## src/rtl/nd_array_linear_offset_core_defines.svh

```systemverilog
// ---------------------------------------------------------------------------
// nd array linear offset core assertion macros
// shared concurrent assertion forms for the offset generator
// ---------------------------------------------------------------------------
`ifndef ND_ARRAY_LINEAR_OFFSET_CORE_DEFINES_SVH
`define ND_ARRAY_LINEAR_OFFSET_CORE_DEFINES_SVH

// same-cycle implication, disabled while in reset
`define NALO_ASSERT_IMP(lbl, clk_s, rstn_s, ante, cons) \
    lbl: assert property (@(posedge clk_s) disable iff (!rstn_s) (ante) |-> (cons)) \
        else $error("nalo same-cycle check failed");

// next-cycle implication, disabled while in reset
`define NALO_ASSERT_NXT(lbl, clk_s, rstn_s, ante, cons) \
    lbl: assert property (@(posedge clk_s) disable iff (!rstn_s) (ante) |=> (cons)) \
        else $error("nalo next-cycle check failed");

`endif

```

## src/rtl/nalo_pkg.sv

```systemverilog
// ---------------------------------------------------------------------------
// nalo_pkg
// shared widths, types and register codes of the nd array offset generator
// ---------------------------------------------------------------------------
`default_nettype none

package nalo_pkg;

    localparam int OFS_W      = 60;
    localparam int SIZE_W     = 11;
    localparam int COUNT_W    = 3;
    localparam int FIELD_DIMS = 6;
    localparam int STEP_W     = 3;
    localparam int CFG_IDX_W  = 4;

    typedef logic [OFS_W-1:0]     offset_t;
    typedef logic [SIZE_W-1:0]    size_t;
    typedef logic [COUNT_W-1:0]   count_t;
    typedef logic [STEP_W-1:0]    step_t;
    typedef logic [CFG_IDX_W-1:0] cfg_idx_t;

    // register indexes
    localparam cfg_idx_t REG_DIM_COUNT   = 4'd0;
    localparam cfg_idx_t REG_LAYOUT_MODE = 4'd1;
    localparam cfg_idx_t REG_SIZE_BASE   = 4'd2;
    localparam cfg_idx_t REG_COUNT       = 4'd8;

    // layout codes
    localparam logic LAYOUT_COL = 1'b0;
    localparam logic LAYOUT_ROW = 1'b1;

    // reset configuration
    localparam count_t RST_DIM_COUNT = 3'd3;
    localparam size_t  RST_SIZE      = 11'd1;

endpackage

`default_nettype wire

```

## src/rtl/nalo_lane.sv

```systemverilog
// ---------------------------------------------------------------------------
// nalo_lane
// one index times stride product, registered
// ---------------------------------------------------------------------------
`default_nettype none

module nalo_lane #(
    parameter int INDEX_BITS = 10
) (
    input  wire logic                  clk,
    input  wire logic                  en,
    input  wire logic [INDEX_BITS-1:0] index,
    input  nalo_pkg::offset_t          stride,
    output nalo_pkg::offset_t          product
);
    import nalo_pkg::*;

    logic [OFS_W+INDEX_BITS-1:0] full;
    offset_t product_reg;

    assign full = index * stride;

    always_ff @(posedge clk)
    begin
        if (en)
        begin
            product_reg <= full[OFS_W-1:0];
        end
    end

    assign product = product_reg;

endmodule

`default_nettype wire

```

## config.mk

```make
export PLATFORM = sky130hd
export DESIGN_NAME = nalo_lane
export DESIGN_NICKNAME = d
export VERILOG_FILES = /design/src/rtl/nd_array_linear_offset_core_defines.svh /design/src/rtl/nalo_pkg.sv /design/src/rtl/nalo_lane.sv
export SDC_FILE = /design/constraint.sdc
export NUM_CORES = 1
export LEC_CHECK = 0
export BUFFER_PORTS_ARGS = -buffer_cell sky130_fd_sc_hd__buf_4
export CORE_MARGIN = 5
export CORE_UTILIZATION = 58
export CTS_BUF_LIST = sky130_fd_sc_hd__clkbuf_8
export DETAILED_ROUTE_END_ITERATION = 6
export GPL_ROUTABILITY_DRIVEN = 1
export PLACE_DENSITY = 0.77
export SYNTH_ARGS = -nofsm -noshare
export SYNTH_HDL_FRONTEND = slang
export SYNTH_SLANG_ARGS = --single-unit
```

## constraint.sdc

```tcl
create_clock -name clk -period 9.6 [get_ports clk]
set_input_delay 0.96 -clock clk [delete_from_list [all_inputs] [get_ports clk]]
set_output_delay 0.96 -clock clk [all_outputs]
set_load 0.02 [all_outputs]
```

==> summary.txt <==
first-pass GRT wire length: 78.41 mm
hold buffer count at cts: 0
Crit. End Element: flip-flop
DR pass1 iterations: 5
Residual DRC: 0
max FFs per register: 60
Critical Path Start Type: primary input
sequential cell area fraction in the yosys report: 9.785%
Num CTS Buffers: 9
Post-Syn Area: 18410 um^2
DP HPWL: 35.99 mm
io pins: 132
Synth Instances: 1993
most frequent cell after synthesis: fa_1
Area after DPL: 19440 um^2
TritonCTS clock tree: yes
hold_sp: en
final worst slack: 2357 ps
DIE HEIGHT: 188.2 um
Area Overhead vs Synth: 6.714%
Clock Path Buffers: 2
setup bufs post-CTS: 0
status: complete, no violations
vias in the first global route: 15.55k
Inserted Diodes: 0
Worst-path clk slew: 80 ps
maxcap violations: 0
leading area contributor after synthesis: fa_1
setup tns final: 0 ps
Synth cell types: 63
die width: 188.2 um
die area: 35410 um^2
Synth area leaders: fa_1 46%, and2_1 10%, edfxtp_1 9.8%
Post-synth top flop: edfxtp_1
residual antenna-violating net count after detailed routing: 0
Fin. Hold Viols: 0
max_slew headroom: 52.19%
synthesized flop and latch total: 60
FMAX: 138.1 MHz
Finished Cell Area: 19650 um^2
EDFF count, synth: 60
initial antenna violation count: 0
WP data required: 9730 ps
gr usage total: 27.57%
GP Congestion: 0.9355
dpl ws: 2046 ps
global route overflow: 0
drt wl/cell: 19.35 um
fraction of registers with async set/reset: 0%
synth warn: 0
clk sink count: 60
Crit Path Class: in2reg
Hold Crit Class: in2reg
WHS: 947.0 ps
Placeable Area: 31470 um^2
area share of the largest cell type after synthesis: 45.88%
CP Max Fanout: 32
vias: 13.85k
H-tree level count: 3
Worst Hold Depth: 1
row cnt: 65
worst hold endpoint: product[30]
worst slew pin tran: 717.2 ps
Port-buffer cells: 131
NumNets Final: 2581
first-iteration detailed-routing DRC count: 1000
via-per-instance ratio: 5.727
worst path arrival time: 7380 ps
starting density of the core: 58.50%
Setup Viol. Count Final: 0
syn_nets: 2561
largest net degree at the start of global routing: 61
syn avg cell area: 9.239 um^2
Final min period: 7243 ps
Post-CTS Resized: 0
CTS root buf: clkbuf_8
final wirelength: 46.81 mm
RSZ-0062 raised after global routing: no
synth cell count leaders: 422 x fa_1, 381 x inv_1, 306 x and2_1
Final period util: 75.45%
Max Slew Vio Count: 0
layout cell share with drive strength beyond 1: 8.180%
through the flow:
stage	cells	utilization, %
finish	2419	62.43
global route	2419	62.43
CTS	2419	62.43
detailed placement	2404	61.78
global placement	2404	61.78
floorplan	1993	-
logic make-up (layout without fill, tap and decap cells):
family          count (synthesis)  count (layout)  synth area share, %
xor+xnor                       71              71                3.377
flops                          60              60                9.785
fa+ha+maj                     496             496                50.91
buf+inv                       505             529                10.32
simple gates                  683             683                19.09
compound gates                178             178                6.517
metal layers:
layer / GRT usage, % / wire (um) / vias to the layer above
li1: - / - / 5988
met3: 6.058 / 4335 / 91
met4: 8.780 / 1408 / 0
met1: 37.06 / 18830 / 7110
met5: 0 / 0 / -
met2: 45.15 / 22240 / 665
worst max-delay path, stage by stage:
cell and delay (ps):
buf_4 390, buf_4 430, nand2_1 130, fa_1 490, inv_1 50, fa_1 480, fa_1 510, fa_1 490
inv_1 50, fa_1 470, inv_1 40, ha_1 370, a211o_1 330, a21oi_1 480, o2111ai_2 230, a31oi_2 390
o41ai_4 160, a221oi_2 410, nor3b_2 120, a211oi_1 300, xnor2_1 90
worst max-delay path by stage:
stage	start	to	slack, ps	cells past startpoint
after floorplan	index[3]	product[48]	2820	22
after detailed placement	index[3]	product[44]	2050	21
after CTS	index[3]	product[44]	2480	21
after global placement	index[1]	product[49]	2220	23
after global routing	index[3]	product[44]	2180	21
final	index[3]	product[44]	2360	21
layout by cell type (no fill, tap or decap), types with 3 or more instances in the layout:
| cell | Yosys | routed |
|---|---|---|
| a21oi_1 | 63 | 63 |
| nand4_1 | 14 | 14 |
| edfxtp_1 | 60 | 60 |
| nand2_1 | 286 | 286 |
| nand3_1 | 14 | 14 |
| nor2b_1 | 5 | 5 |
| inv_1 | 381 | 382 |
| nor3_1 | 8 | 8 |
| o221ai_1 | 3 | 3 |
| buf_4 | 0 | 133 |
| xnor2_1 | 49 | 49 |
| a21o_1 | 21 | 21 |
| xor2_1 | 22 | 22 |
| o31ai_1 | 3 | 3 |
| o21a_1 | 7 | 7 |
| or2_2 | 3 | 3 |
| nand3b_1 | 3 | 3 |
| nor2_1 | 26 | 26 |
| o21bai_1 | 8 | 8 |
| a221oi_1 | 3 | 3 |
| and2_1 | 306 | 306 |
| fa_1 | 422 | 422 |
| a211oi_1 | 3 | 3 |
| clkbuf_8 | 0 | 9 |
| nand2b_1 | 3 | 3 |
| o211ai_1 | 8 | 8 |
| o21ai_0 | 27 | 27 |
| a21boi_0 | 3 | 3 |
| a31oi_1 | 7 | 7 |
| ha_1 | 74 | 74 |
area by class of cell:
class / count / area [um^2]
clock inverters: 6 / 81.33
well taps: 402 / 503.0
multi-input cells: 1428 / 14710
fillers: 2609 / 11830
repair buffers: 133 / 998.5
inverters: 381 / 1430
clock buffers: 9 / 123.9
flip-flops and latches: 60 / 1802
Power is not shown: default switching activity piles up to over one toggle a cycle in this logic, so the estimate is an artifact.
