### config.mk
export PLATFORM = sky130hd
export DESIGN_NAME = nalo_stride_gen
export DESIGN_NICKNAME = d
export VERILOG_FILES = /design/src/rtl/nd_array_linear_offset_core_defines.svh /design/src/rtl/nalo_pkg.sv /design/src/rtl/nalo_stride_gen.sv
export SDC_FILE = /design/constraint.sdc
export NUM_CORES = 2
export LEC_CHECK = 0
export BUFFER_PORTS_ARGS = -buffer_cell sky130_fd_sc_hd__buf_2
export CORE_UTILIZATION = 30
export CTS_BUF_LIST = sky130_fd_sc_hd__clkbuf_4 sky130_fd_sc_hd__clkbuf_8
export DETAILED_ROUTE_END_ITERATION = 16
export GPL_ROUTABILITY_DRIVEN = 0
export PLACE_DENSITY_LB_ADDON = 0.05
export SLEW_MARGIN = 30
export SYNTH_ARGS = -nofsm -noshare
export SYNTH_HDL_FRONTEND = slang
export SYNTH_SLANG_ARGS = --single-unit
### constraint.sdc
create_clock -name clk -period 9.4 [get_ports clk]
set_input_delay 1.88 -clock clk [delete_from_list [all_inputs] [get_ports clk]]
set_output_delay 1.88 -clock clk [all_outputs]
set_load 0.1 [all_outputs]
### src/rtl/nd_array_linear_offset_core_defines.svh
// ---------------------------------------------------------------------------
// nd array linear offset core assertion macros
// shared concurrent assertion forms for the offset generator
// ---------------------------------------------------------------------------
`ifndef ND_ARRAY_LINEAR_OFFSET_CORE_DEFINES_SVH
`define ND_ARRAY_LINEAR_OFFSET_CORE_DEFINES_SVH

// same-cycle implication, disabled while in reset
`define NALO_ASSERT_IMP(lbl, clk_s, rstn_s, ante, cons) \
    lbl: assert property (@(posedge clk_s) disable iff (!rstn_s) (ante) |-> (cons)) \
        else $error("nalo same-cycle check failed");

// next-cycle implication, disabled while in reset
`define NALO_ASSERT_NXT(lbl, clk_s, rstn_s, ante, cons) \
    lbl: assert property (@(posedge clk_s) disable iff (!rstn_s) (ante) |=> (cons)) \
        else $error("nalo next-cycle check failed");

`endif

### src/rtl/nalo_pkg.sv
// ---------------------------------------------------------------------------
// nalo_pkg
// shared widths, types and register codes of the nd array offset generator
// ---------------------------------------------------------------------------
`default_nettype none

package nalo_pkg;

    localparam int OFS_W      = 60;
    localparam int SIZE_W     = 11;
    localparam int COUNT_W    = 3;
    localparam int FIELD_DIMS = 6;
    localparam int STEP_W     = 3;
    localparam int CFG_IDX_W  = 4;

    typedef logic [OFS_W-1:0]     offset_t;
    typedef logic [SIZE_W-1:0]    size_t;
    typedef logic [COUNT_W-1:0]   count_t;
    typedef logic [STEP_W-1:0]    step_t;
    typedef logic [CFG_IDX_W-1:0] cfg_idx_t;

    // register indexes
    localparam cfg_idx_t REG_DIM_COUNT   = 4'd0;
    localparam cfg_idx_t REG_LAYOUT_MODE = 4'd1;
    localparam cfg_idx_t REG_SIZE_BASE   = 4'd2;
    localparam cfg_idx_t REG_COUNT       = 4'd8;

    // layout codes
    localparam logic LAYOUT_COL = 1'b0;
    localparam logic LAYOUT_ROW = 1'b1;

    // reset configuration
    localparam count_t RST_DIM_COUNT = 3'd3;
    localparam size_t  RST_SIZE      = 11'd1;

endpackage

`default_nettype wire

### src/rtl/nalo_stride_gen.sv
// ---------------------------------------------------------------------------
// nalo_stride_gen
// configuration registers and sequential stride table rebuild
// ---------------------------------------------------------------------------
`default_nettype none

module nalo_stride_gen #(
    parameter int LANES = 6
) (
    input  wire logic              clk,
    input  wire logic              rst_n,
    input  wire logic              cfg_we,
    input  nalo_pkg::cfg_idx_t     cfg_index,
    input  nalo_pkg::size_t        cfg_data,
    output logic                   busy,
    output nalo_pkg::offset_t      stride [LANES]
);
    import nalo_pkg::*;

    count_t  dim_count_reg, dim_count_next;
    logic    layout_reg, layout_next;
    size_t   size_reg [FIELD_DIMS];
    logic    busy_reg, busy_next;
    step_t   step_reg, step_next;
    offset_t acc_reg, acc_next;
    offset_t stride_reg [LANES];

    count_t  dims_use;
    step_t   k;
    logic    in_use;
    size_t   size_sel;
    logic [OFS_W+SIZE_W-1:0] prod;
    logic    start;

    assign start    = cfg_we && (cfg_index < REG_COUNT);
    assign dims_use = (dim_count_reg > COUNT_W'(LANES)) ? COUNT_W'(LANES) : dim_count_reg;
    // column-major walks up from dimension zero, row-major walks down
    assign k        = (layout_reg == LAYOUT_ROW) ? (step_t'(FIELD_DIMS - 1) - step_reg)
                                                 : step_reg;
    assign in_use   = (COUNT_W'(k) < dims_use);
    assign size_sel = size_reg[k];
    assign prod     = acc_reg * size_sel;

    always_comb
    begin
        dim_count_next = dim_count_reg;
        layout_next    = layout_reg;
        busy_next      = busy_reg;
        step_next      = step_reg;
        acc_next       = acc_reg;
        if (cfg_we && (cfg_index == REG_DIM_COUNT))
        begin
            dim_count_next = cfg_data[COUNT_W-1:0];
        end
        if (cfg_we && (cfg_index == REG_LAYOUT_MODE))
        begin
            layout_next = cfg_data[0];
        end
        if (busy_reg)
        begin
            acc_next  = in_use ? prod[OFS_W-1:0] : OFS_W'(1);
            step_next = step_reg + step_t'(1);
            if (step_reg == step_t'(FIELD_DIMS - 1))
            begin
                busy_next = 1'b0;
            end
        end
        if (start)
        begin
            busy_next = 1'b1;
            step_next = '0;
            acc_next  = OFS_W'(1);
        end
    end

    always_ff @(posedge clk or negedge rst_n)
    begin
        if (!rst_n)
        begin
            dim_count_reg <= RST_DIM_COUNT;
            layout_reg    <= LAYOUT_COL;
            busy_reg      <= 1'b1;
            step_reg      <= '0;
            acc_reg       <= OFS_W'(1);
        end
        else
        begin
            dim_count_reg <= dim_count_next;
            layout_reg    <= layout_next;
            busy_reg      <= busy_next;
            step_reg      <= step_next;
            acc_reg       <= acc_next;
        end
    end

    for (genvar j = 0; j < FIELD_DIMS; j++)
    begin : g_size
        always_ff @(posedge clk or negedge rst_n)
        begin
            if (!rst_n)
            begin
                size_reg[j] <= RST_SIZE;
            end
            else if (cfg_we && (cfg_index == cfg_idx_t'(REG_SIZE_BASE + cfg_idx_t'(j))))
            begin
                size_reg[j] <= cfg_data;
            end
        end
    end

    for (genvar j = 0; j < LANES; j++)
    begin : g_stride
        always_ff @(posedge clk)
        begin
            if (busy_reg && (k == step_t'(j)))
            begin
                stride_reg[j] <= in_use ? acc_reg : '0;
            end
        end
        assign stride[j] = stride_reg[j];
    end

    assign busy = busy_reg;

endmodule

`default_nettype wire

==> qor.yml <==
cts_hold_buf: 0
cts_root_buf: "clkbuf_8"
die_h_um: 340
post_cts_buffers: 0
path_buf_inv: 5
grt.overflow.total: 0
grt_pass1_vias: 25203
cts_tree: "done"
wire_per_inst_um: 21.6
clk_pin_slew_worst_paths_ns: 0.06
seqCellArea_um2: 14200
synthAdderAreaFrac_pct: 30.6
ctsResizeCount: 0
hold_class: "reg -> reg"
yosys.area_share.simple_pct: 12.3
yosysSeqAreaShare_pct: 41.5
syn_avg_cell_area_um2: 11.9
io_pins: 379
post_synth_xor_area_fraction_pct: 1.88
drv_slew: 0
final_hold_viol_count: 0
fin_tns_setup_ns: 0
cp_common_cell: "fa_1"
required_ns: 9.98
routed_wl_um: 104000
largest_register_ffs: 360
drtPass1Iterations: 5
cp_max_fo: 33
synth_mux_area_share_pct: 3.32
start_util_pct: 30.3
dp_hpwl_um: 75000
vias: 22219
core.rowCount: 123
synth_top_area_share_pct: 31.6
drt-initial-drc-count: 1089
ys_types: 67
cts_buffer_depth: 3
grt_pass1_wl_um: 160000
cts_made_buffers: 92
syn_inst: 2860
final_nets: 3806
clk_latency_ns: 0.73
drv_cap: 0
synthFlopType: "edfxtp_1"
synth_common_cells: "471 x fa_1, 471 x nand2_1, 360 x edfxtp_1, 353 x inv_1, 150 x and2_1"
htree_levels: 3
synth_edf_count: 360
syn2layout_area_growth_pct: 16.7
worstMarginPinSlew_ns: 0.956
nFillCells: 11209
rsz0062_at_grt: "false"
finalSetupViolations: 0
ys_top_cells_by_area: "edfxtp_1 32%, fa_1 28%, dfrtp_1 9.1%"
endpoint_kind: "register"
vias_per_cell: 4.62
multiInputGateArea_um2: 18200
route.detailed.drc: 0
die_w_um: 340
yosysWarningCount: 0
ant_nets: 0
ys_seq_elements: 494
drive_gt1_share_pct: 21.3
grt_max_degree: 87
synth-compound-area-share_pct: 4.76
slew_headroom_pct: 36.0
antenna_found_initial: 9
outcome: "complete, no violations"
synth_top_family_by_area: "adder cells"
core_um2: 113000
arrival_ns: 9.33
io_buffer_count: 378
synthArstFlopShare_pct: 27.1
critPathKind: "reg -> reg"
cpLargestDelayFamily: "adder cells"
yosys.area.top_type: "edfxtp_1"
cpPeakStageDelay_ns: 0.75
critical-path-slowest-cell: "o21ai_4"
syn-num-nets: 3430
fin_skew_ns: 0.0422
track_usage_pct: 18.5
clock_sinks: 494
syn_area_um2: 34200
die-area_um2: 115000
fin_crit_sh_pct: 93.1
start_kind: "register"
fmax_ghz: 0.114
period_needed_ns: 8.76
metrics by stage:
stage | worst slack (ns) | cells | area (um2) | util [%] | hold slack [ns]
2_1_floorplan | 1.96 | 2860 | 34200 | - | 0.471
3_3_place_gp | 0.569 | 4642 | 38000 | 33.7 | 0.482
3_5_place_dp | 0.490 | 4642 | 38000 | 33.7 | 0.487
4_1_cts | 0.474 | 4806 | 39900 | 35.4 | 0.502
5_1_grt | 0.159 | 4808 | 39900 | 35.4 | 0.518
6_report | 0.645 | 4811 | 39900 | 35.4 | 0.501
area by class of cell:
type,instances,share of cell area (%)
Antenna cell,5,0.0314
Clock buffer,124,3.79
Clock inverter,40,0.941
Inverter,355,3.34
Multi-Input combinational cell,1855,45.7
Sequential cell,494,35.5
Tap cell,1500,4.71
Timing Repair Buffer,438,5.90
final timing paths:
| check | depth (start not counted) | slack, ns | to | start |
|---|---|---|---|---|
| max | 26 | 0.64 | acc_reg[58]$_DFFE_PN0P_ | step_reg[1]$_DFFE_PN0P_ |
| min | 1 | 0.50 | size_reg[45]$_DFFE_PN0P_ | size_reg[45]$_DFFE_PN0P_ |
| max reg2reg | 26 | 0.64 | acc_reg[58]$_DFFE_PN0P_ | step_reg[1]$_DFFE_PN0P_ |
| min reg2reg | 1 | 0.50 | size_reg[45]$_DFFE_PN0P_ | size_reg[45]$_DFFE_PN0P_ |
| max in group asynchronous | 2 | 6.93 | acc_reg[3]$_DFFE_PN0P_ | rst_n |
| min in group asynchronous | 1 | 1.23 | acc_reg[40]$_DFFE_PN0P_ | rst_n |
placed cells by master (no fill, tap or decap), drive strengths merged, types with 75 or more instances in the layout:
cell type	n
dfrtp	124
nor2b	141
inv	357
and2	150
clkbuf	124
nand2	472
o21ai	90
ha	81
buf	438
fa	471
a21oi	75
edfxtp	360
cells by family after synthesis:
family,Yosys count
AND/OR/NAND/NOR,878
adder cells (fa/ha/maj),552
buffers and inverters,511
flip-flops,494
AO/OA/AOI/OAI,264
multiplexers,91
XOR/XNOR,70
layer usage:
metal | vias up | GRT usage [%] | share of wire, %
li1 | 9906 | - | -
met2 | 540 | 31.2 | 49
met1 | 11606 | 24.4 | 44
met3 | 167 | 2.87 | 4.2
met4 | 0 | 5.27 | 2.3
met5 | - | 0 | 0
Power is not shown: default switching activity piles up to over one toggle a cycle in this logic, so the estimate is an artifact.
