--- config.mk ---
export PLATFORM = sky130hd
export DESIGN_NAME = nalo_merge
export DESIGN_NICKNAME = d
export VERILOG_FILES = /design/src/rtl/nd_array_linear_offset_core_defines.svh /design/src/rtl/nalo_pkg.sv /design/src/rtl/nalo_merge.sv
export SDC_FILE = /design/constraint.sdc
export NUM_CORES = 1
export LEC_CHECK = 0
export ABC_AREA = 1
export BUFFER_PORTS_ARGS = -buffer_cell sky130_fd_sc_hd__buf_2
export CAP_MARGIN = 20
export CORE_MARGIN = 4
export CORE_UTILIZATION = 34
export CTS_CLUSTER_DIAMETER = 30
export DETAILED_ROUTE_END_ITERATION = 7
export PLACE_DENSITY = 0.49
export SLEW_MARGIN = 10
export SYNTH_ARGS = -nofsm -noshare
export SYNTH_HDL_FRONTEND = slang
export SYNTH_SLANG_ARGS = --single-unit
--- constraint.sdc ---
create_clock -name clk -period 7.7 [get_ports clk]
set_input_delay 0.77 -clock clk [delete_from_list [all_inputs] [get_ports clk]]
set_output_delay 0.77 -clock clk [all_outputs]
set_load 0.005 [all_outputs]
--- src/rtl/nd_array_linear_offset_core_defines.svh ---
// ---------------------------------------------------------------------------
// nd array linear offset core assertion macros
// shared concurrent assertion forms for the offset generator
// ---------------------------------------------------------------------------
`ifndef ND_ARRAY_LINEAR_OFFSET_CORE_DEFINES_SVH
`define ND_ARRAY_LINEAR_OFFSET_CORE_DEFINES_SVH

// same-cycle implication, disabled while in reset
`define NALO_ASSERT_IMP(lbl, clk_s, rstn_s, ante, cons) \
    lbl: assert property (@(posedge clk_s) disable iff (!rstn_s) (ante) |-> (cons)) \
        else $error("nalo same-cycle check failed");

// next-cycle implication, disabled while in reset
`define NALO_ASSERT_NXT(lbl, clk_s, rstn_s, ante, cons) \
    lbl: assert property (@(posedge clk_s) disable iff (!rstn_s) (ante) |=> (cons)) \
        else $error("nalo next-cycle check failed");

`endif

--- src/rtl/nalo_pkg.sv ---
// ---------------------------------------------------------------------------
// nalo_pkg
// shared widths, types and register codes of the nd array offset generator
// ---------------------------------------------------------------------------
`default_nettype none

package nalo_pkg;

    localparam int OFS_W      = 60;
    localparam int SIZE_W     = 11;
    localparam int COUNT_W    = 3;
    localparam int FIELD_DIMS = 6;
    localparam int STEP_W     = 3;
    localparam int CFG_IDX_W  = 4;

    typedef logic [OFS_W-1:0]     offset_t;
    typedef logic [SIZE_W-1:0]    size_t;
    typedef logic [COUNT_W-1:0]   count_t;
    typedef logic [STEP_W-1:0]    step_t;
    typedef logic [CFG_IDX_W-1:0] cfg_idx_t;

    // register indexes
    localparam cfg_idx_t REG_DIM_COUNT   = 4'd0;
    localparam cfg_idx_t REG_LAYOUT_MODE = 4'd1;
    localparam cfg_idx_t REG_SIZE_BASE   = 4'd2;
    localparam cfg_idx_t REG_COUNT       = 4'd8;

    // layout codes
    localparam logic LAYOUT_COL = 1'b0;
    localparam logic LAYOUT_ROW = 1'b1;

    // reset configuration
    localparam count_t RST_DIM_COUNT = 3'd3;
    localparam size_t  RST_SIZE      = 11'd1;

endpackage

`default_nettype wire

--- src/rtl/nalo_merge.sv ---
// ---------------------------------------------------------------------------
// nalo_merge
// two-stage adder tree over the lane products with output register
// ---------------------------------------------------------------------------
`default_nettype none

module nalo_merge #(
    parameter int LANES = 6
) (
    input  wire logic          clk,
    input  wire logic          rst_n,
    input  wire logic          in_valid,
    input  nalo_pkg::offset_t  product [LANES],
    output logic               in_ready,
    input  wire logic          out_stall,
    output logic               out_valid,
    output nalo_pkg::offset_t  linear_offset
);
    import nalo_pkg::*;

    localparam int NPAIR = (LANES + 1) / 2;

    logic    pair_v_reg, sum_v_reg;
    logic    pair_en, sum_en;
    offset_t pair_next [NPAIR];
    offset_t pair_reg  [NPAIR];
    offset_t sum_next;
    offset_t sum_reg;

    assign sum_en  = !sum_v_reg || !out_stall;
    assign pair_en = !pair_v_reg || sum_en;

    for (genvar p = 0; p < NPAIR; p++)
    begin : g_pair
        if (2 * p + 1 < LANES)
        begin : g_two
            assign pair_next[p] = product[2*p] + product[2*p+1];
        end
        else
        begin : g_one
            assign pair_next[p] = product[2*p];
        end
    end

    always_comb
    begin
        sum_next = '0;
        for (int p = 0; p < NPAIR; p++)
        begin
            sum_next = sum_next + pair_reg[p];
        end
    end

    always_ff @(posedge clk or negedge rst_n)
    begin
        if (!rst_n)
        begin
            pair_v_reg <= 1'b0;
            sum_v_reg  <= 1'b0;
        end
        else
        begin
            if (pair_en)
            begin
                pair_v_reg <= in_valid;
            end
            if (sum_en)
            begin
                sum_v_reg <= pair_v_reg;
            end
        end
    end

    always_ff @(posedge clk)
    begin
        if (pair_en)
        begin
            pair_reg <= pair_next;
        end
        if (sum_en)
        begin
            sum_reg <= sum_next;
        end
    end

    assign in_ready      = pair_en;
    assign out_valid     = sum_v_reg;
    assign linear_offset = sum_reg;

endmodule

`default_nettype wire

==> results of run 1 <==
[layer usage]
metal / vias up / part of all wire [%]
li1: 15800 / -
met1: 13500 / 45
met2: 770 / 47
met3: 147 / 5.2
met4: 2 / 2.9
met5: - / 0.0094
[kinds of logic (layout without fill, tap and decap cells)]
family | count (synthesis) | in the layout | share of synthesized area [%]
AO/OA/AOI/OAI | 261 | 261 | 4.92
XOR/XNOR | 130 | 130 | 3.84
AND/OR/NAND/NOR | 2876 | 2876 | 39.5
flip-flops | 242 | 242 | 24.4
other | 0 | 1 | 0
adder cells (fa/ha/maj) | 298 | 298 | 14.2
buffers and inverters | 1041 | 1584 | 13.2
[per-stage QoR]
| stage | worst slack (ps) | hold WS [ps] | cells | utilization (%) |
|---|---|---|---|---|
| floorplan | 958 | 435 | 4848 | - |
| global placement | 4630 | 506 | 6429 | 38.4 |
| detailed placement | 4610 | 507 | 6429 | 38.4 |
| CTS | 4630 | 345 | 6546 | 40.9 |
| global route | 4520 | 372 | 6546 | 40.9 |
| finish | 4630 | 379 | 6547 | 41.0 |
[power by group]
group	leakage, nW	total (mW)	internal, mW	switching [mW]
clock	1.05	2.72	1.88	0.846
sequential	2.48	2.32	2.07	0.254
combinational	17.1	5.63	1.77	3.86
total	20.6	10.7	5.71	4.96
[worst paths after layout]
path | end | slack [ps]
worst min-delay path | pair_v_reg | 380
worst max-delay path | linear_offset[59] | 4630
max in group asynchronous | pair_v_reg | 7100
min in group asynchronous | out_valid | 510
worst max register to register | linear_offset[59] | 4630
worst min register to register | out_valid | 520
[worst max-delay path: cells and delay by family (launching register included)]
| kind | cells | cell delay (ps) |
|---|---|---|
| fa+ha+maj | 2 | 950 |
| flops | 1 | 500 |
| simple gates | 4 | 270 |
| compound gates | 4 | 1090 |
[area by class of cell]
| class | instances | area (um2) | share of cell area (%) |
|---|---|---|---|
| diodes | 1 | 2.50 | 0.00704 |
| clock inverters | 40 | 492 | 1.38 |
| clock buffers | 76 | 1730 | 4.87 |
| flip-flops and latches | 242 | 7260 | 20.4 |
| multi-input cells | 3565 | 18500 | 52.2 |
| well taps | 1155 | 1450 | 4.07 |
| inverters | 1040 | 3900 | 11.0 |
| repair buffers | 428 | 2160 | 6.09 |
[layout by cell type (no fill, tap or decap), drive strengths merged, types with 63 or more instances in the layout]
cell	Yosys	routed
a21oi	180	180
buf	1	427
clkbuf	0	76
edfxtp	240	240
fa	63	63
ha	235	235
inv	1040	1044
nand2	2050	2050
nand3	249	249
nand4	64	64
nor2	445	445
xor2	125	125
==> metrics, run 1 <==
Clock transition at path regs=40 ps; Synth top area share=25.7%; final net count=6005; worst skew pair latency=590 ps; initial antenna violation count=6; Layout area overhead=19.7%; overall die area=0.0921 mm2; DR iter-0 viols=2026; number of cells on the worst reg-to-reg path=10; post-cts resize count=0; final WL=118000 um; num rows=108; Setup crit start=pair_reg[58]; Hold Path Class=input port to register; count leader, synth=nand2_1; Final Cell Area=0.0355 mm2; Synth Instances=4848; gr ovfl total=0; syn_nets=5510; max FFs per register=180; fraction of registers with async set/reset=0.826%; first-pass GRT wire length=173000 um; Via Count=30.2k; syn avg cell area=6.12 um2; Post-CTS Hold Buffers=1; Lkg Pwr=20.6 nW; EDFF count, synth=240; Setup crit end kind=register; # fillers=9714; Final min period=3070 ps; Achievable Freq=326 MHz; HPWL after DPL=105000 um; Root Buffer=clkbuf_16; crit path kind=register to register; RSZ-0062 raised after global routing=no; met2 Use GR=42.6%; CTS Buf Count=66; top cells by count, synth=nand2_1 (2036), inv_1 (1017), nor2_1 (414), edfxtp_1 (240), ha_1 (235); Crit path top cell by count=nand2_1; worst-path cell chain=fa_1 > ha_1 > a21oi_1 > o21ai_0 > a21oi_1 > nand2_1 > a21oi_1 > nand2_1 > nand2_1 > nand2_1; IO Pins=426; layout cells sized above 1=11.9%; max_cap viols=0; Max clock buf depth=3; pin count of the biggest net entering global routing=160; critical path peak fanout=4; top cells by area, synth=nand2_1 (26%), edfxtp_1 (24%), inv_1 (13%), ha_1 (9.9%), nor2_1 (5.2%); CTS sink cnt=242; RePlAce Congestion=0.981; Hold Crit Depth=3; PD cells=300 mW/mm2; H-tree Lvls=3; Peak VDD IR=0.000207 V; ratio of final minimum period to clock period=39.8%; CP arrival=3400 ps; CTS tree=built; core area=0.0868 mm2; Final setup viols=0; status=complete, no violations; CP required=8040 ps; Final Hold Viols=0; Die H=303 um; YS warnings=0; GRT Util Overall=25.0%; routed len/inst=17.9 um; max incr delay on CP=530 ps; synthesized area=0.0297 mm2; initial core utilization=34.2%; met1 global-route usage=33.7%; Slew HR=28.1%; reg2reg start=pair_reg[58]; area leader, netlist=nand2_1; placed inst area=0.0333 mm2; flops & latches, synth=242; Distinct cells, synth=29; slowest CP cell=a21oi_1; GR Util met3=2.78%; sequential area share after synthesis=24.4%; die width=303 um; Top FF cell, synth=edfxtp_1; grt peak-use layer=met2; Worst Skew=25.3 ps; TNS Setup=0 ps; antenna-violating nets left=0; DR DRC count=0; fin. max-slew vios=0; worst slew pin tran=1080 ps; DRT Pass-1 Iters=7; startpoint class of the critical path=register; vias in the first global route=28.8k; Post-CTS Setup Inserts=0; port buffer count=425; Total Power=10.7 mW; vias per cell=4.62; min-delay src=in_valid
Note: power is estimated with default switching activity, not from simulation.
==> inputs of run 2 (changes only) <==
==> constraint.sdc (replaced) <==
create_clock -name clk -period 3 [get_ports clk]
set_input_delay 0.3 -clock clk [delete_from_list [all_inputs] [get_ports clk]]
set_output_delay 0.3 -clock clk [all_outputs]
set_load 0.005 [all_outputs]
==> run 2 against run 1 <==
Clock-buffer cell count decreased by 8. Total power increased to 2.5 times the previous value. First-iteration DRC count increased by 5.6%. Hold slack got worse by 260 ps. Global-route usage decreased by 0.27 points. Cell count increased by 0.55%. Maximum frequency increased by 3.5%. Via count increased by 1.4%. Die area unchanged. Sequential power increased to 2.5 times the previous value.
==> metrics, run 2 (synthesis gave the netlist of run 1 again) <==
status=complete, no violations; CP arrival=3370 ps (-30 ps); DR iter-0 viols=2139 (+5.6%); non-filler cells, final=6583 (+0.55%); final WL=117000 um (-0.73%); Final setup viols=0 (unchanged); Max clock buf depth=3 (unchanged); initial core utilization=34.2% (unchanged); Achievable Freq=338 MHz (+3.5%); slowest CP cell=edfxtp_1; Critical path buffers and inverters=1 (+1); CTS Buf Count=60 (-9.1%); Crit path top cell by count=nand2_1; port buffer count=425 (unchanged); DR DRC count=0 (unchanged); gr ovfl total=0 (unchanged); max FFs per register=180 (unchanged); commonest non-fill, non-tap cells in the layout=nand2_1 (2032), inv_1 (1017), buf_2 (425); antenna-violating nets left=0 (unchanged); vias in the first global route=29.0k (+0.59%); n_diodes=0 (-1); critical path peak fanout=4 (unchanged); CTS tree=built; initial antenna violation count=2 (-4); ratio of final minimum period to clock period=98.7% (+59 points); startpoint class of the critical path=register; pre-CTS setup slack=-46.0 ps (-4660 ps); Final Cell Area=0.0357 mm2 (+0.60%); worst-path cell chain=fa_1 > ha_1 > nand2_1 > nor2_1 > nand2_1 > o21bai_1 > inv_1 > nand2_1 > xor2_2; Die H=303 um (unchanged); RSZ-0062 raised after global routing=no; die width=303 um (unchanged); worst skew pair latency=590 ps (about the same); IO Pins=426 (unchanged); layout cells sized above 1=12.7% (+0.84 points); core area=0.0868 mm2 (unchanged); routed len/inst=17.7 um (-1.3%); overall die area=0.0921 mm2 (unchanged); Final Hold Viols=0 (unchanged); kind of cell adding the most delay to the critical path=adder cells; PD cells=761 mW/mm2 (+150%); first-pass GRT wire length=171000 um (-0.64%); pin count of the biggest net entering global routing=59 (-63%); CTS sink cnt=242 (unchanged); H-tree Lvls=2 (-1); max_cap viols=0 (unchanged); DRT Pass-1 Iters=7 (unchanged); placed inst area=0.0336 mm2 (+0.82%); Peak VDD IR=0.000479 V (+130%); Total Power=27.2 mW (+150%); GRT Util Overall=24.8% (-0.27 points); Layout area overhead=20.4%; RePlAce Congestion=0.984 (+0.33%); final net count=6039 (+0.57%); Final min period=2960 ps (-105 ps); Lkg Pwr=20.7 nW (+0.45%); HPWL after DPL=104000 um (-0.59%); CP required=3410 ps (-4630 ps); Worst Skew=27.5 ps (+2.19 ps); worst slew pin tran=797 ps (-281 ps); Setup crit end kind=register; Slew HR=46.7% (+19 points); Root Buffer=clkbuf_16; fin. max-slew vios=0 (unchanged); max incr delay on CP=480 ps (-50 ps); commonest non-fill, non-tap cell in the layout=nand2_1; num rows=108 (unchanged); post-placement cell count=6462 (+0.51%); vias per cell=4.66 (+0.84%); Clock transition at path regs=50 ps (about the same); TNS Setup=0 ps (unchanged); crit path kind=register to register; final worst slack=38.4 ps (-4600 ps); Via Count=30.7k (+1.4%); Hold Path Class=input port to register
[run 2: power breakdown]
group,internal [mW],total [mW],switching (mW)
combinational,4.86,15.0,10.1
sequential,5.29,5.86,0.568
clock,4.33,6.36,2.03
[run 2: stage by stage]
stage	hold slack (ps)	util (%)
after CTS	77.6	41.1
after floorplan	4.41	-
after global placement	86.6	38.7
after global routing	96.8	41.2
final	116	41.2
after detailed placement	90.0	38.7
[run 2: worst reg2reg max path, stage by stage (launching register included)]
cell and delay (ps):
edfxtp_1 480, fa_1 470, ha_1 440, nand2_1 210
nor2_1 180, nand2_1 160, o21bai_1 330, inv_1 80
nand2_1 190, xor2_2 250
[run 2: what timing repair did]
item	in CTS	in global routing
endpoints found under the hold margin	5	0
hold buffers	7	0
buffers inserted	0	1
gates resized for setup	2	20
pin swaps	0	1
endpoints found under the setup margin	2	18
[run 2: final cells by class]
class                           instances  area, um2
Fill cell                            9659      51000
Clock inverter                         45        497
Multi-Input combinational cell       3565      18600
Timing Repair Buffer                  468       2500
Clock buffer                           68       1530
Tap cell                             1155       1450
Inverter                             1040       3900
Sequential cell                       242       7260
[run 2: layer usage]
layer	GRT usage, %	wire length [um]	up-vias
met4	5.00	2240	0
met5	0	0	-
met3	2.75	6310	110
li1	-	-	15900
met2	42.7	55100	790
met1	33.6	53000	13900
[run 2: worst paths after layout]
check	start	endpoint	slack (ps)	depth (start not counted)
worst max-delay path	pair_reg[148]	linear_offset[31]	40	9
worst min-delay path	product[61]	pair_reg[1]	120	2
worst max register to register	pair_reg[148]	linear_offset[31]	40	9
worst min register to register	pair_v_reg	out_valid	530	2
max in group asynchronous	rst_n	out_valid	2310	3
min in group asynchronous	rst_n	pair_v_reg	570	3
